## src/design/fdsg_pkg.sv

```systemverilog
`default_nettype none

package fdsg_pkg;

	// default coordinate width of the centre ports
	localparam int COORD_BITS_DEF = 16;

	localparam int RADIUS_BITS = 14;
	localparam int OFFS_BITS   = 15;
	localparam int ERR_BITS    = 20;

	// decision error: starts at 5 - 4*r, y step subtracts 8*y, x step adds 4 + 8*x
	localparam int ERR_INIT     = 5;
	localparam int ERR_STEP_ADD = 4;
	localparam int ERR_OFF_SHL  = 3;
	localparam int ERR_RAD_SHL  = 2;

	localparam int QUEUE_DEPTH = 2;

	// operation codes
	localparam logic OP_LOAD = 1'b0;
	localparam logic OP_STEP = 1'b1;

	// span order within one iteration
	localparam logic [1:0] SPAN_TOP_OUTER = 2'd0;
	localparam logic [1:0] SPAN_TOP_INNER = 2'd1;
	localparam logic [1:0] SPAN_BOT_INNER = 2'd2;
	localparam logic [1:0] SPAN_BOT_OUTER = 2'd3;

	typedef struct packed {
		logic full;
		logic nonempty;
	} queue_stat_t;

	// job word: cx, cy, x, y, last, single
	function automatic int job_bits(int coord_bits);
		return 2 * coord_bits + 2 * OFFS_BITS + 2;
	endfunction

endpackage

`default_nettype wire

```

## src/design/fdsg_queue.sv

```systemverilog
`default_nettype none

module fdsg_queue #(
	parameter int WIDTH = 8,
	parameter int DEPTH = fdsg_pkg::QUEUE_DEPTH
) (
	input  wire logic                 clk,
	input  wire logic                 arst_n,
	input  wire logic                 push,
	input  wire logic [WIDTH-1:0]     wdata,
	input  wire logic                 pop,
	output logic      [WIDTH-1:0]     rdata,
	output fdsg_pkg::queue_stat_t     stat
);

	localparam int PTR_W = (DEPTH > 1) ? $clog2(DEPTH) : 1;
	localparam int CNT_W = $clog2(DEPTH + 1);

	logic [WIDTH-1:0] entry_q [DEPTH];
	logic [PTR_W-1:0] wr_ptr_q;
	logic [PTR_W-1:0] rd_ptr_q;
	logic [CNT_W-1:0] count_q;

	function automatic logic [PTR_W-1:0] ptr_inc(input logic [PTR_W-1:0] p);
		return (p == PTR_W'(DEPTH - 1)) ? '0 : p + PTR_W'(1);
	endfunction

	always_ff @(posedge clk) begin
		if (push) begin
			entry_q[wr_ptr_q] <= wdata;
		end
	end

	always_ff @(posedge clk or negedge arst_n) begin
		if (!arst_n) begin
			wr_ptr_q <= '0;
			rd_ptr_q <= '0;
			count_q  <= '0;
		end else begin
			if (push) begin
				wr_ptr_q <= ptr_inc(wr_ptr_q);
			end
			if (pop) begin
				rd_ptr_q <= ptr_inc(rd_ptr_q);
			end
			if (push && !pop) begin
				count_q <= count_q + CNT_W'(1);
			end else if (pop && !push) begin
				count_q <= count_q - CNT_W'(1);
			end
		end
	end

	assign rdata         = entry_q[rd_ptr_q];
	assign stat.full     = (count_q == CNT_W'(DEPTH));
	assign stat.nonempty = (count_q != '0);

	a_no_overflow: assert property (@(posedge clk) disable iff (!arst_n)
		push |-> (!stat.full || pop))
		else $error("queue written while full");

	a_no_underflow: assert property (@(posedge clk) disable iff (!arst_n)
		pop |-> stat.nonempty)
		else $error("queue read while empty");

endmodule

`default_nettype wire

```

## src/design/fdsg_front.sv

```systemverilog
`default_nettype none

module fdsg_front #(
	parameter int COORD_BITS = fdsg_pkg::COORD_BITS_DEF
) (
	input  wire logic                                      clk,
	input  wire logic                                      arst_n,
	input  wire logic                                      item_valid,
	output logic                                           item_stall,
	input  wire logic                                      operation,
	input  wire logic signed [COORD_BITS-1:0]              center_x,
	input  wire logic signed [COORD_BITS-1:0]              center_y,
	input  wire logic [fdsg_pkg::RADIUS_BITS-1:0]          radius,
	input  wire fdsg_pkg::queue_stat_t                     q_stat,
	output logic                                           push,
	output logic [fdsg_pkg::job_bits(COORD_BITS)-1:0]      job_data
);

	localparam int OB = fdsg_pkg::OFFS_BITS;
	localparam int EB = fdsg_pkg::ERR_BITS;

	typedef struct packed {
		logic [COORD_BITS-1:0] cx;
		logic [COORD_BITS-1:0] cy;
		logic [OB-1:0]         x;
		logic [OB-1:0]         y;
		logic                  last;
		logic                  single;
	} job_t;

	logic [COORD_BITS-1:0] ccol_q;
	logic [COORD_BITS-1:0] crow_q;
	logic [OB-1:0]         x_q;
	logic [OB-1:0]         y_q;
	logic [EB-1:0]         err_q;
	logic                  active_q;
	logic                  single_q;

	logic          accept;
	logic          err_pos;
	logic [OB-1:0] x_n;
	logic [OB-1:0] y_n;
	logic [EB-1:0] err_dec;
	logic [EB-1:0] err_n;
	logic          done;
	job_t          job;

	assign item_stall = q_stat.full;
	assign accept     = item_valid && !item_stall;

	// one midpoint iteration
	assign err_pos = !err_q[EB-1] && (err_q != '0);
	assign y_n     = err_pos ? (y_q - OB'(1)) : y_q;
	assign x_n     = x_q + OB'(1);
	assign err_dec = err_pos ? (err_q - (EB'(y_n) << fdsg_pkg::ERR_OFF_SHL)) : err_q;
	assign err_n   = err_dec + (EB'(x_n) << fdsg_pkg::ERR_OFF_SHL)
		+ EB'(fdsg_pkg::ERR_STEP_ADD);
	assign done    = (x_n > y_n);

	assign push = accept && (operation == fdsg_pkg::OP_STEP) && active_q;

	always_comb begin
		job.cx     = ccol_q;
		job.cy     = crow_q;
		job.x      = x_q;
		job.y      = y_q;
		job.single = single_q;
		job.last   = single_q || done;
	end

	assign job_data = job;

	always_ff @(posedge clk or negedge arst_n) begin
		if (!arst_n) begin
			ccol_q   <= '0;
			crow_q   <= '0;
			x_q      <= '0;
			y_q      <= '0;
			err_q    <= '0;
			active_q <= 1'b0;
			single_q <= 1'b0;
		end else if (accept) begin
			if (operation == fdsg_pkg::OP_LOAD) begin
				ccol_q   <= center_x;
				crow_q   <= center_y;
				x_q      <= '0;
				y_q      <= OB'(radius);
				err_q    <= EB'(fdsg_pkg::ERR_INIT) - (EB'(radius) << fdsg_pkg::ERR_RAD_SHL);
				single_q <= (radius == '0);
				active_q <= 1'b1;
			end else if (active_q) begin
				if (single_q) begin
					active_q <= 1'b0;
					single_q <= 1'b0;
				end else begin
					x_q   <= x_n;
					y_q   <= y_n;
					err_q <= err_n;
					if (done) begin
						active_q <= 1'b0;
					end
				end
			end
		end
	end

	a_last_ends_disk: assert property (@(posedge clk) disable iff (!arst_n)
		(push && job.last) |=> !active_q)
		else $error("disk still active after its last job");

endmodule

`default_nettype wire

```

## src/design/fdsg_back.sv

```systemverilog
`default_nettype none

module fdsg_back #(
	parameter int COORD_BITS = fdsg_pkg::COORD_BITS_DEF
) (
	input  wire logic                                      clk,
	input  wire logic                                      arst_n,
	input  wire logic [fdsg_pkg::job_bits(COORD_BITS)-1:0] job_data,
	input  wire fdsg_pkg::queue_stat_t                     q_stat,
	output logic                                           pop,
	output logic                                           span_valid,
	input  wire logic                                      span_stall,
	output logic signed [COORD_BITS:0]                     span_left,
	output logic signed [COORD_BITS:0]                     span_right,
	output logic signed [COORD_BITS:0]                     span_row,
	output logic                                           last_span
);

	localparam int OB = fdsg_pkg::OFFS_BITS;
	localparam int OW = COORD_BITS + 1;

	typedef struct packed {
		logic [COORD_BITS-1:0] cx;
		logic [COORD_BITS-1:0] cy;
		logic [OB-1:0]         x;
		logic [OB-1:0]         y;
		logic                  last;
		logic                  single;
	} job_t;

	job_t          job;
	logic [1:0]    idx_q;
	logic [1:0]    finish_idx;
	logic          adv;
	logic [OW-1:0] cx_e;
	logic [OW-1:0] cy_e;
	logic [OW-1:0] x_e;
	logic [OW-1:0] y_e;
	logic [OW-1:0] col_off;
	logic [OW-1:0] row_n;
	logic          last_n;

	logic          valid_q;
	logic [OW-1:0] left_q;
	logic [OW-1:0] right_q;
	logic [OW-1:0] row_q;
	logic          last_q;

	assign job  = job_t'(job_data);
	assign cx_e = OW'($signed(job.cx));
	assign cy_e = OW'($signed(job.cy));
	assign x_e  = OW'(job.x);
	assign y_e  = OW'(job.y);

	// a zero-radius job carries x = y = 0, so the top outer span is the point
	assign finish_idx = job.single ? fdsg_pkg::SPAN_TOP_OUTER : fdsg_pkg::SPAN_BOT_OUTER;
	assign adv        = q_stat.nonempty && (!valid_q || !span_stall);
	assign pop        = adv && (idx_q == finish_idx);

	always_comb begin
		unique case (idx_q)
			fdsg_pkg::SPAN_TOP_OUTER: begin
				col_off = x_e;
				row_n   = cy_e - y_e;
			end
			fdsg_pkg::SPAN_TOP_INNER: begin
				col_off = y_e;
				row_n   = cy_e - x_e;
			end
			fdsg_pkg::SPAN_BOT_INNER: begin
				col_off = y_e;
				row_n   = cy_e + x_e;
			end
			default: begin
				col_off = x_e;
				row_n   = cy_e + y_e;
			end
		endcase
		last_n = (idx_q == finish_idx) && job.last;
	end

	always_ff @(posedge clk) begin
		if (adv) begin
			left_q  <= cx_e - col_off;
			right_q <= cx_e + col_off;
			row_q   <= row_n;
			last_q  <= last_n;
		end
	end

	always_ff @(posedge clk or negedge arst_n) begin
		if (!arst_n) begin
			valid_q <= 1'b0;
			idx_q   <= fdsg_pkg::SPAN_TOP_OUTER;
		end else begin
			if (adv) begin
				valid_q <= 1'b1;
				idx_q   <= pop ? fdsg_pkg::SPAN_TOP_OUTER : idx_q + 2'd1;
			end else if (!span_stall) begin
				valid_q <= 1'b0;
			end
		end
	end

	assign span_valid = valid_q;
	assign span_left  = $signed(left_q);
	assign span_right = $signed(right_q);
	assign span_row   = $signed(row_q);
	assign last_span  = last_q;

	a_mid_job_has_head: assert property (@(posedge clk) disable iff (!arst_n)
		(idx_q != fdsg_pkg::SPAN_TOP_OUTER) |-> q_stat.nonempty)
		else $error("span index mid-job with no job queued");

endmodule

`default_nettype wire

```

## src/design/filled_disk_span_generator.sv

```systemverilog
// Filled disk span generator: rasterizes a disk as horizontal spans with the
// integer midpoint circle rule.
// Input channel (item_valid / item_stall): a load beat (operation = 0) latches
// center_x, center_y and radius and yields nothing; a step beat (operation = 1)
// runs one octant iteration and yields four span beats in the order top outer,
// top inner, bottom inner, bottom outer. Radius zero gives one one-pixel span.
// The disk's final span carries last_span. Steps while idle give nothing.
// Output channel (span_valid / span_stall): one beat per span, from a register.
// A step's jobs pass through the job queue and the span output register. The
// span port moves one beat per cycle while span_stall is low, and a two-entry
// job queue between the iteration front end and the span emitter lets steps
// and loads run ahead of the output.
// Loads are taken every cycle unless the queue is full.
// When the receiver stalls, the held span stays put, the queue fills, and then
// item_stall rises. Reset empties the queue and leaves the block idle.
`default_nettype none

module filled_disk_span_generator #(
	parameter int COORD_BITS = fdsg_pkg::COORD_BITS_DEF
) (
	input  wire logic                             clk,
	input  wire logic                             arst_n,
	input  wire logic                             item_valid,
	output logic                                  item_stall,
	input  wire logic                             operation,
	input  wire logic signed [COORD_BITS-1:0]     center_x,
	input  wire logic signed [COORD_BITS-1:0]     center_y,
	input  wire logic [fdsg_pkg::RADIUS_BITS-1:0] radius,
	output logic                                  span_valid,
	input  wire logic                             span_stall,
	output logic signed [COORD_BITS:0]            span_left,
	output logic signed [COORD_BITS:0]            span_right,
	output logic signed [COORD_BITS:0]            span_row,
	output logic                                  last_span
);

	localparam int JOB_W = fdsg_pkg::job_bits(COORD_BITS);

	// front end -> queue
	logic             push;
	logic [JOB_W-1:0] job_in;
	// queue -> back end
	logic             pop;
	logic [JOB_W-1:0] job_head;
	fdsg_pkg::queue_stat_t q_stat;

	fdsg_front #(
		.COORD_BITS(COORD_BITS)
	) u_front (
		.clk        (clk),
		.arst_n     (arst_n),
		.item_valid (item_valid),
		.item_stall (item_stall),
		.operation  (operation),
		.center_x   (center_x),
		.center_y   (center_y),
		.radius     (radius),
		.q_stat     (q_stat),
		.push       (push),
		.job_data   (job_in)
	);

	fdsg_queue #(
		.WIDTH(JOB_W),
		.DEPTH(fdsg_pkg::QUEUE_DEPTH)
	) u_queue (
		.clk    (clk),
		.arst_n (arst_n),
		.push   (push),
		.wdata  (job_in),
		.pop    (pop),
		.rdata  (job_head),
		.stat   (q_stat)
	);

	fdsg_back #(
		.COORD_BITS(COORD_BITS)
	) u_back (
		.clk        (clk),
		.arst_n     (arst_n),
		.job_data   (job_head),
		.q_stat     (q_stat),
		.pop        (pop),
		.span_valid (span_valid),
		.span_stall (span_stall),
		.span_left  (span_left),
		.span_right (span_right),
		.span_row   (span_row),
		.last_span  (last_span)
	);

endmodule

`default_nettype wire

```

## config.mk

```make
export PLATFORM = sky130hd
export DESIGN_NAME = filled_disk_span_generator
export DESIGN_NICKNAME = d
export VERILOG_FILES = /design/src/design/fdsg_pkg.sv /design/src/design/fdsg_queue.sv /design/src/design/fdsg_front.sv /design/src/design/fdsg_back.sv /design/src/design/filled_disk_span_generator.sv
export SDC_FILE = /design/constraint.sdc
export NUM_CORES = 1
export LEC_CHECK = 0
export BUFFER_PORTS_ARGS = -buffer_cell sky130_fd_sc_hd__buf_2
export CORE_MARGIN = 2
export CORE_UTILIZATION = 62
export CTS_CLUSTER_SIZE = 30
export DETAILED_ROUTE_END_ITERATION = 8
export PLACE_DENSITY = 0.82
export SLEW_MARGIN = 40
export SYNTH_ARGS = -nofsm -noshare
export SYNTH_HDL_FRONTEND = slang
export SYNTH_HIERARCHICAL = 1
export SYNTH_SLANG_ARGS = --single-unit
```

## constraint.sdc

```tcl
create_clock -name clk -period 6.9 [get_ports clk]
set_input_delay 0.69 -clock clk [delete_from_list [all_inputs] [get_ports clk]]
set_output_delay 0.69 -clock clk [all_outputs]
set_load 0.02 [all_outputs]
```

==> results of run 1 <==
## per-layer routing
layer	vias up	wire, um	global-route usage [%]
met5	-	0	0
met4	0	1020	8.32
met3	69	2310	2.83
met2	444	18600	47.4
met1	5928	16400	36.4
li1	5860	-	-
## final timing paths
path                                                from                               end
setup / recovery           u_front/err_q[10]$_DFFE_PN0P_     u_front/err_q[19]$_DFFE_PN0P_
hold / removal                                    arst_n      u_queue/wr_ptr_q$_DFFE_PN0P_
setup reg to reg           u_front/err_q[10]$_DFFE_PN0P_     u_front/err_q[19]$_DFFE_PN0P_
hold reg to reg            u_front/ccol_q[1]$_DFFE_PN0P_  u_queue/entry_q[1][49]$_DFFE_PP_
max in group asynchronous                         arst_n    u_front/ccol_q[14]$_DFFE_PN0P_
min in group clk                            center_y[15]    u_front/crow_q[15]$_DFFE_PN0P_
## flip-flops by register name, summed over array words and instances, names as in the netlist
register / cells
u_queue/entry_q: 128
u_front/err_q: 19
u_back/span_right: 17
u_back/span_row: 17
u_back/span_left: 16
u_front/ccol_q: 16
u_front/crow_q: 16
u_front/x_q: 15
u_front/y_q: 15
u_back/idx_q: 2
u_queue/count_q: 2
u_back/last_span: 1
u_back/span_valid: 1
u_front/active_q: 1
u_front/single_q: 1
u_queue/rd_ptr_q: 1
u_queue/wr_ptr_q: 1
## layout by cell type, fill, tap and decap left out, drive strengths merged, types with 34 or more instances in the layout
cell type  count
nand2        212
edfxtp       179
o21ai        126
buf          116
nor2         104
ha            94
a21oi         91
dfrtp         90
mux2          79
inv           75
xnor2         67
xor2          47
clkbuf        34
## stage by stage
step | setup WS (ns) | instances
detailed placement | 0.284 | 1965
global route | 0.0795 | 2017
global placement | 0.480 | 1964
finish | 0.462 | 2017
floorplan | 0.907 | 1576
CTS | 0.226 | 2017
## worst max-delay path, cell delays in order, from the launching register on
cell and delay, ns:
dfrtp_1 0.43, nor4_2 0.56, nand2_2 0.21, o21ai_2 0.36
xnor2_1 0.21, ha_1 0.24, inv_1 0.07, ha_1 0.18
nor2b_1 0.19, inv_1 0.07, maj3_1 0.37, o21a_1 0.21
maj3_1 0.40, maj3_1 0.38, xnor2_1 0.13, o21ai_0 0.17
ha_1 0.31, and3_1 0.20, a2111oi_1 0.57, o31a_1 0.27
o21ai_0 0.16, a21oi_1 0.19, a21o_1 0.14, mux2i_1 0.20
o21ai_1 0.08
## final cells by class
| cell class | instances | area share [%] |
|---|---|---|
| clock buffer | 34 | 4.21 |
| sequential | 269 | 42.0 |
| inverter | 75 | 1.55 |
| tap | 335 | 2.31 |
| clock inverter | 18 | 0.889 |
| multi-input combinational | 1170 | 45.6 |
| timing repair buffer | 116 | 3.41 |
## kinds of logic after synthesis
logic type | share of synthesized area (%)
DFF | 46.4
and+or+nand+nor | 14.3
muxes | 6.85
adders and majority gates | 8.08
buffers and inverters | 3.60
xor gates and xnor gates | 6.16
AOI/OAI and AO/OA | 14.6
==> results.txt, run 1 <==
----------------------------------------------------
[Timing]
  Max Clk Rate ... between 0.15 and 0.2 GHz
  Period utilization ... 93.3%
  Hold Slack ... between 0.1 and 0.15 ns
  Unrepaired setup endpoints after global routing ... no
  Endpoints failing setup ... 0
  Worst Clk Skew ... 0.0264 ns
  Relative slew slack ... 41.4%
  Setup_tns ... 0 ns
  Clock period minus worst slack ... 6.44 ns
  Hold Fails Final Rpt ... 0
  Number of slew-limit violations in the final report ... 0
  Slew at the pin closest to its max-slew limit ... between 0.8 and 0.9 ns

[Placed design]
  Instance area at placement ... about 0.017 mm2
  PortBufs ... 104
  Placer Congestion ... roughly 0.9
  Post-detail-place hpwl ... around 27000 um

[Clock tree]
  Post-CTS Hold Fix Bufs ... 0
  Number of buffers added for setup after CTS ... 0
  CTS Root Buffer Type ... clkbuf_16
  Clock transition at the registers of the reported paths ... 0.06 ns
  Max Buffers Root-to-Sink ... 3
  Insertion delay to the later sink of the worst-skew pair ... 0.55 ns
  Clock tree from TritonCTS ... yes
  Resized cells post-CTS ... 0
  Number of clock sinks seen by CTS ... between 200 and 300
  Number of clock buffers inserted by TritonCTS ... 28
  Level count of the clock H-tree ... 1

[Routing]
  DRT antenna net count ... 0
  Pre-antenna DRT Iters ... 5
  Wire length per cell after detailed routing ... around 19 um
  Via count ... ~12000
  Residual DRC count ... 0
  DRC marker count from the first detailed-route iteration ... approximately 1200
  Total detailed-routing wirelength ... between 30000 and 40000 um
  Vias per cell ... between 6 and 7

[Critical path]
  Required @ worst endpoint ... roughly 7.3 ns
  Element type at the critical path end ... flop
  Worst path arrival time ... 6.84 ns
  Start-to-end type of the worst setup path ... reg2reg
  Type of origin of the critical path ... flop
  Register-to-register path setup slack ... ~0.46 ns
  CP Max Fanout ... 8
  Number of cells traversed by the worst register-to-register path ... 24

[Logic synthesis]
  Yosys Warn Count ... 6
  Cell type with the largest total area after synthesis ... edfxtp_1
  Synthesized cell area ... 0.0165 mm2
  Share of synthesized area occupied by flip-flops and latches ... a little under half
  Synth Flop Type ... edfxtp_1
  Number of enable flip-flop cells after synthesis ... 179
  Main area contributors after synthesis ... edfxtp_1, dfrtp_1, ha_1
  Top cells by count, synth ... nand2_1, edfxtp_1, o21ai_0
  Most frequent cell after synthesis ... nand2_1
  Number of standard cells after synthesis ... 1576
  Unique masters post-synth ... slightly above 90
  Share of synthesized flip-flops with an asynchronous set or reset ... 33.5%
  Share of the synthesized area in the top cell type ... between 30% and 40%
  Net Count, Synth ... between 1500 and 2000
  Mean Syn Cell Area ... 10.4 um2
  Register bit count reported by yosys ... 269

[Die]
  Top-Level Pins ... roughly 110
  Die Y ... 167 um
  Die boundary width ... around 170 um
  Core Rows ... ~60
  Initial cell density of the core ... between 60% and 70%
  Total Die Area ... roughly 0.028 mm2
  Area of the placeable core ... about 0.026 mm2

[Finish]
  Nets@finish ... between 1500 and 2000
  Diodes inserted ... 0
  Area added between synthesis and finish ... 10.4%
  Share of final-layout standard cells stronger than drive strength 1 ... 17.6%
  Final cell utilization of the core ... between 60% and 70%
  Fillcell total ... between 1500 and 2000
  Cell area after layout ... approximately 0.018 mm2
  Multi-input logic area ... about 0.0083 mm2
  Sequential Area ... between 0.007 and 0.008 mm2

[Global routing]
  First-pass GRT wire length ... between 60000 and 70000 um
  Maximum number of pins on one net before global-route repair ... 57
  Gr ovfl total ... 0
  Overall routing resource usage ... between 20% and 30%
  Number of global-route vias before repair ... roughly 12000
  Antenna violations before repair ... 0

[Outcome]
  Outcome ... finished clean

[Min path]
  Worst hold-check path type ... in2async

[Flow run]
  Max Cap Viol ... 0

----------------------------------------------------
Power of run 1 is left out: the tool's default activity adds up to more than one toggle a clock period on the data nets, which glitch-free logic cannot reach.
==> inputs of run 2 (changes only) <==
==> constraint.sdc (replaced) <==
create_clock -name clk -period 7.25 [get_ports clk]
set_input_delay 0.725 -clock clk [delete_from_list [all_inputs] [get_ports clk]]
set_output_delay 0.725 -clock clk [all_outputs]
set_load 0.02 [all_outputs]
==> results.txt, run 2 (synthesized netlist as in run 1, its figures left out) <==
----------------------------------------------------
[Outcome]
  Outcome ... finished clean

[Timing]
  Relative slew slack ... 47.2%
  Worst Clk Skew ... around 0.015 ns
  Hold Fails Final Rpt ... 0
  Setup_tns ... 0 ns
  Endpoints failing setup ... 0
  Unrepaired setup endpoints after global routing ... no
  Period utilization ... between 90% and 100%
  Clock period minus worst slack ... ~6.6 ns
  Number of slew-limit violations in the final report ... 0
  Max Clk Rate ... 0.152 GHz
  Slew at the pin closest to its max-slew limit ... 0.792 ns

[Global routing]
  Overall routing resource usage ... roughly 28%
  Gr ovfl total ... 0
  Number of global-route vias before repair ... around 12000
  Maximum number of pins on one net before global-route repair ... 57
  First-pass GRT wire length ... between 60000 and 70000 um
  Antenna violations before repair ... 0

[Finish]
  Register with the most flip-flops ... u_queue/entry_q
  Largest registers ... u_queue/entry_q (128), u_front/err_q (19)
  Area added between synthesis and finish ... 11.0%
  Share of final-layout standard cells stronger than drive strength 1 ... about 18%
  Commonest non-fill, non-tap cell in the layout ... nand2_1
  Commonest cells after routing, fill and taps aside ... nand2_1, edfxtp_1, o21ai_0, buf_2, nor2_1
  Final cell utilization of the core ... around 70%
  Cell area after layout ... 0.0183 mm2
  Nets@finish ... about 1800
  Max FFs per register ... around 130
  Diodes inserted ... 0
  Fillcell total ... between 1500 and 2000

[Clock tree]
  Post-CTS Hold Fix Bufs ... 0
  Max Buffers Root-to-Sink ... 3
  Clock tree from TritonCTS ... yes
  CTS Root Buffer Type ... clkbuf_16
  Clock transition at the registers of the reported paths ... 0.06 ns
  Insertion delay to the later sink of the worst-skew pair ... 0.55 ns
  Level count of the clock H-tree ... 1
  Number of clock sinks seen by CTS ... about 270
  Number of clock buffers inserted by TritonCTS ... 29
  Resized cells post-CTS ... 0
  Number of buffers added for setup after CTS ... 0

[Placed design]
  Placer Congestion ... roughly 0.89
  Post-detail-place hpwl ... roughly 28000 um
  PortBufs ... around 100
  Instance area at placement ... between 0.015 and 0.02 mm2

[Routing]
  Wire length per cell after detailed routing ... 19.2 um
  Vias per cell ... between 6 and 7
  Pre-antenna DRT Iters ... 5
  DRT antenna net count ... 0
  Via count ... approximately 12000
  Residual DRC count ... 0
  DRC marker count from the first detailed-route iteration ... between 1000 and 1500
  Total detailed-routing wirelength ... 38700 um

[Critical path]
  Crit path cell chain ... nor4_2 > nand2_2 > o21ai_1 > xnor2_1 > ha_1 > inv_1 > ha_1 > nor2b_1 > inv_1 > maj3_1 > o21a_1 > maj3_1 > maj3_1 > xnor2_1 > o21ai_0 > ha_1 > and3_1 > a2111oi_0 > o31a_1 > o21ai_0 > a21oi_1 > a21o_1 > mux2i_1 > o21ai_1
  Sum of buffers and inverters on the critical path ... 2
  Required @ worst endpoint ... between 7 and 8 ns
  Slowest cell on the critical path ... a2111oi_0
  CP Max Fanout ... 8
  Start-to-end type of the worst setup path ... reg2reg
  Type of origin of the critical path ... flop
  Register-to-register path setup slack ... 0.68 ns
  Worst r2r src ... u_front/err_q[12]$_DFFE_PN0P_
  Element type at the critical path end ... flop
  CP delay by family, top ... compound AO/OA/AOI/OAI gates
  Worst path arrival time ... about 7.0 ns
  CP max stage delay ... ~0.64 ns
  CP startpoint ... u_front/err_q[12]$_DFFE_PN0P_

[Die]
  Top-Level Pins ... between 100 and 150
  Initial cell density of the core ... between 60% and 70%
  Total Die Area ... 0.0279 mm2
  Area of the placeable core ... around 0.026 mm2
  Die Y ... 167 um
  Die boundary width ... roughly 170 um
  Core Rows ... between 50 and 60

[Min path]
  Worst hold-check path type ... in2async

[Flow run]
  Max Cap Viol ... 0

----------------------------------------------------
run 2: path summary, 6_finish.rpt:
kind | end | cells after the start
setup / recovery | u_front/err_q[19]$_DFFE_PN0P_ | 24
max in group asynchronous | u_front/ccol_q[15]$_DFFE_PN0P_ | 2
setup reg to reg | u_front/err_q[19]$_DFFE_PN0P_ | 24
hold / removal | u_back/span_valid$_DFFE_PN0P_ | 1
min in group clk | u_front/crow_q[10]$_DFFE_PN0P_ | 3
hold reg to reg | u_queue/entry_q[1][32]$_DFFE_PP_ | 0
run 2: area by class of cell:
cell class | instances | area [um2] | area share [%]
clock buffer | 36 | 782 | 4.28
clock inverter | 17 | 221 | 1.21
inverter | 75 | 282 | 1.54
multi-input combinational | 1170 | 8270 | 45.3
sequential | 269 | 7630 | 41.8
tap | 335 | 419 | 2.30
timing repair buffer | 118 | 649 | 3.56
run 2: worst register-to-register path: cells and delay by family, from the launching register on:
kind	cells	cell delay [ns]
AOI/OAI and AO/OA	9	2.32
xor gates and xnor gates	2	0.35
adders and majority gates	6	1.87
buffers and inverters	2	0.14
DFF	1	0.44
muxes	1	0.20
and+or+nand+nor	4	1.13
run 2: metal layers:
| metal | track usage, % | vias to the layer above | wire length (um) |
|---|---|---|---|
| met3 | 3.07 | 92 | 2250 |
| met2 | 48.0 | 481 | 18900 |
| met5 | 0 | - | 0 |
| met4 | 10.1 | 0 | 1350 |
| met1 | 36.8 | 5880 | 16200 |
| li1 | - | 5883 | - |
run 2: per-stage QoR:
step	hold slack, ns	instances	setup WS [ns]
CTS	0.155	2020	0.724
detailed placement	0.459	1967	0.751
global placement	0.446	1964	0.811
finish	0.152	2020	0.681
floorplan	0.429	1576	1.26
global route	0.178	2020	0.246
Power of run 2 is left out for the same reason.
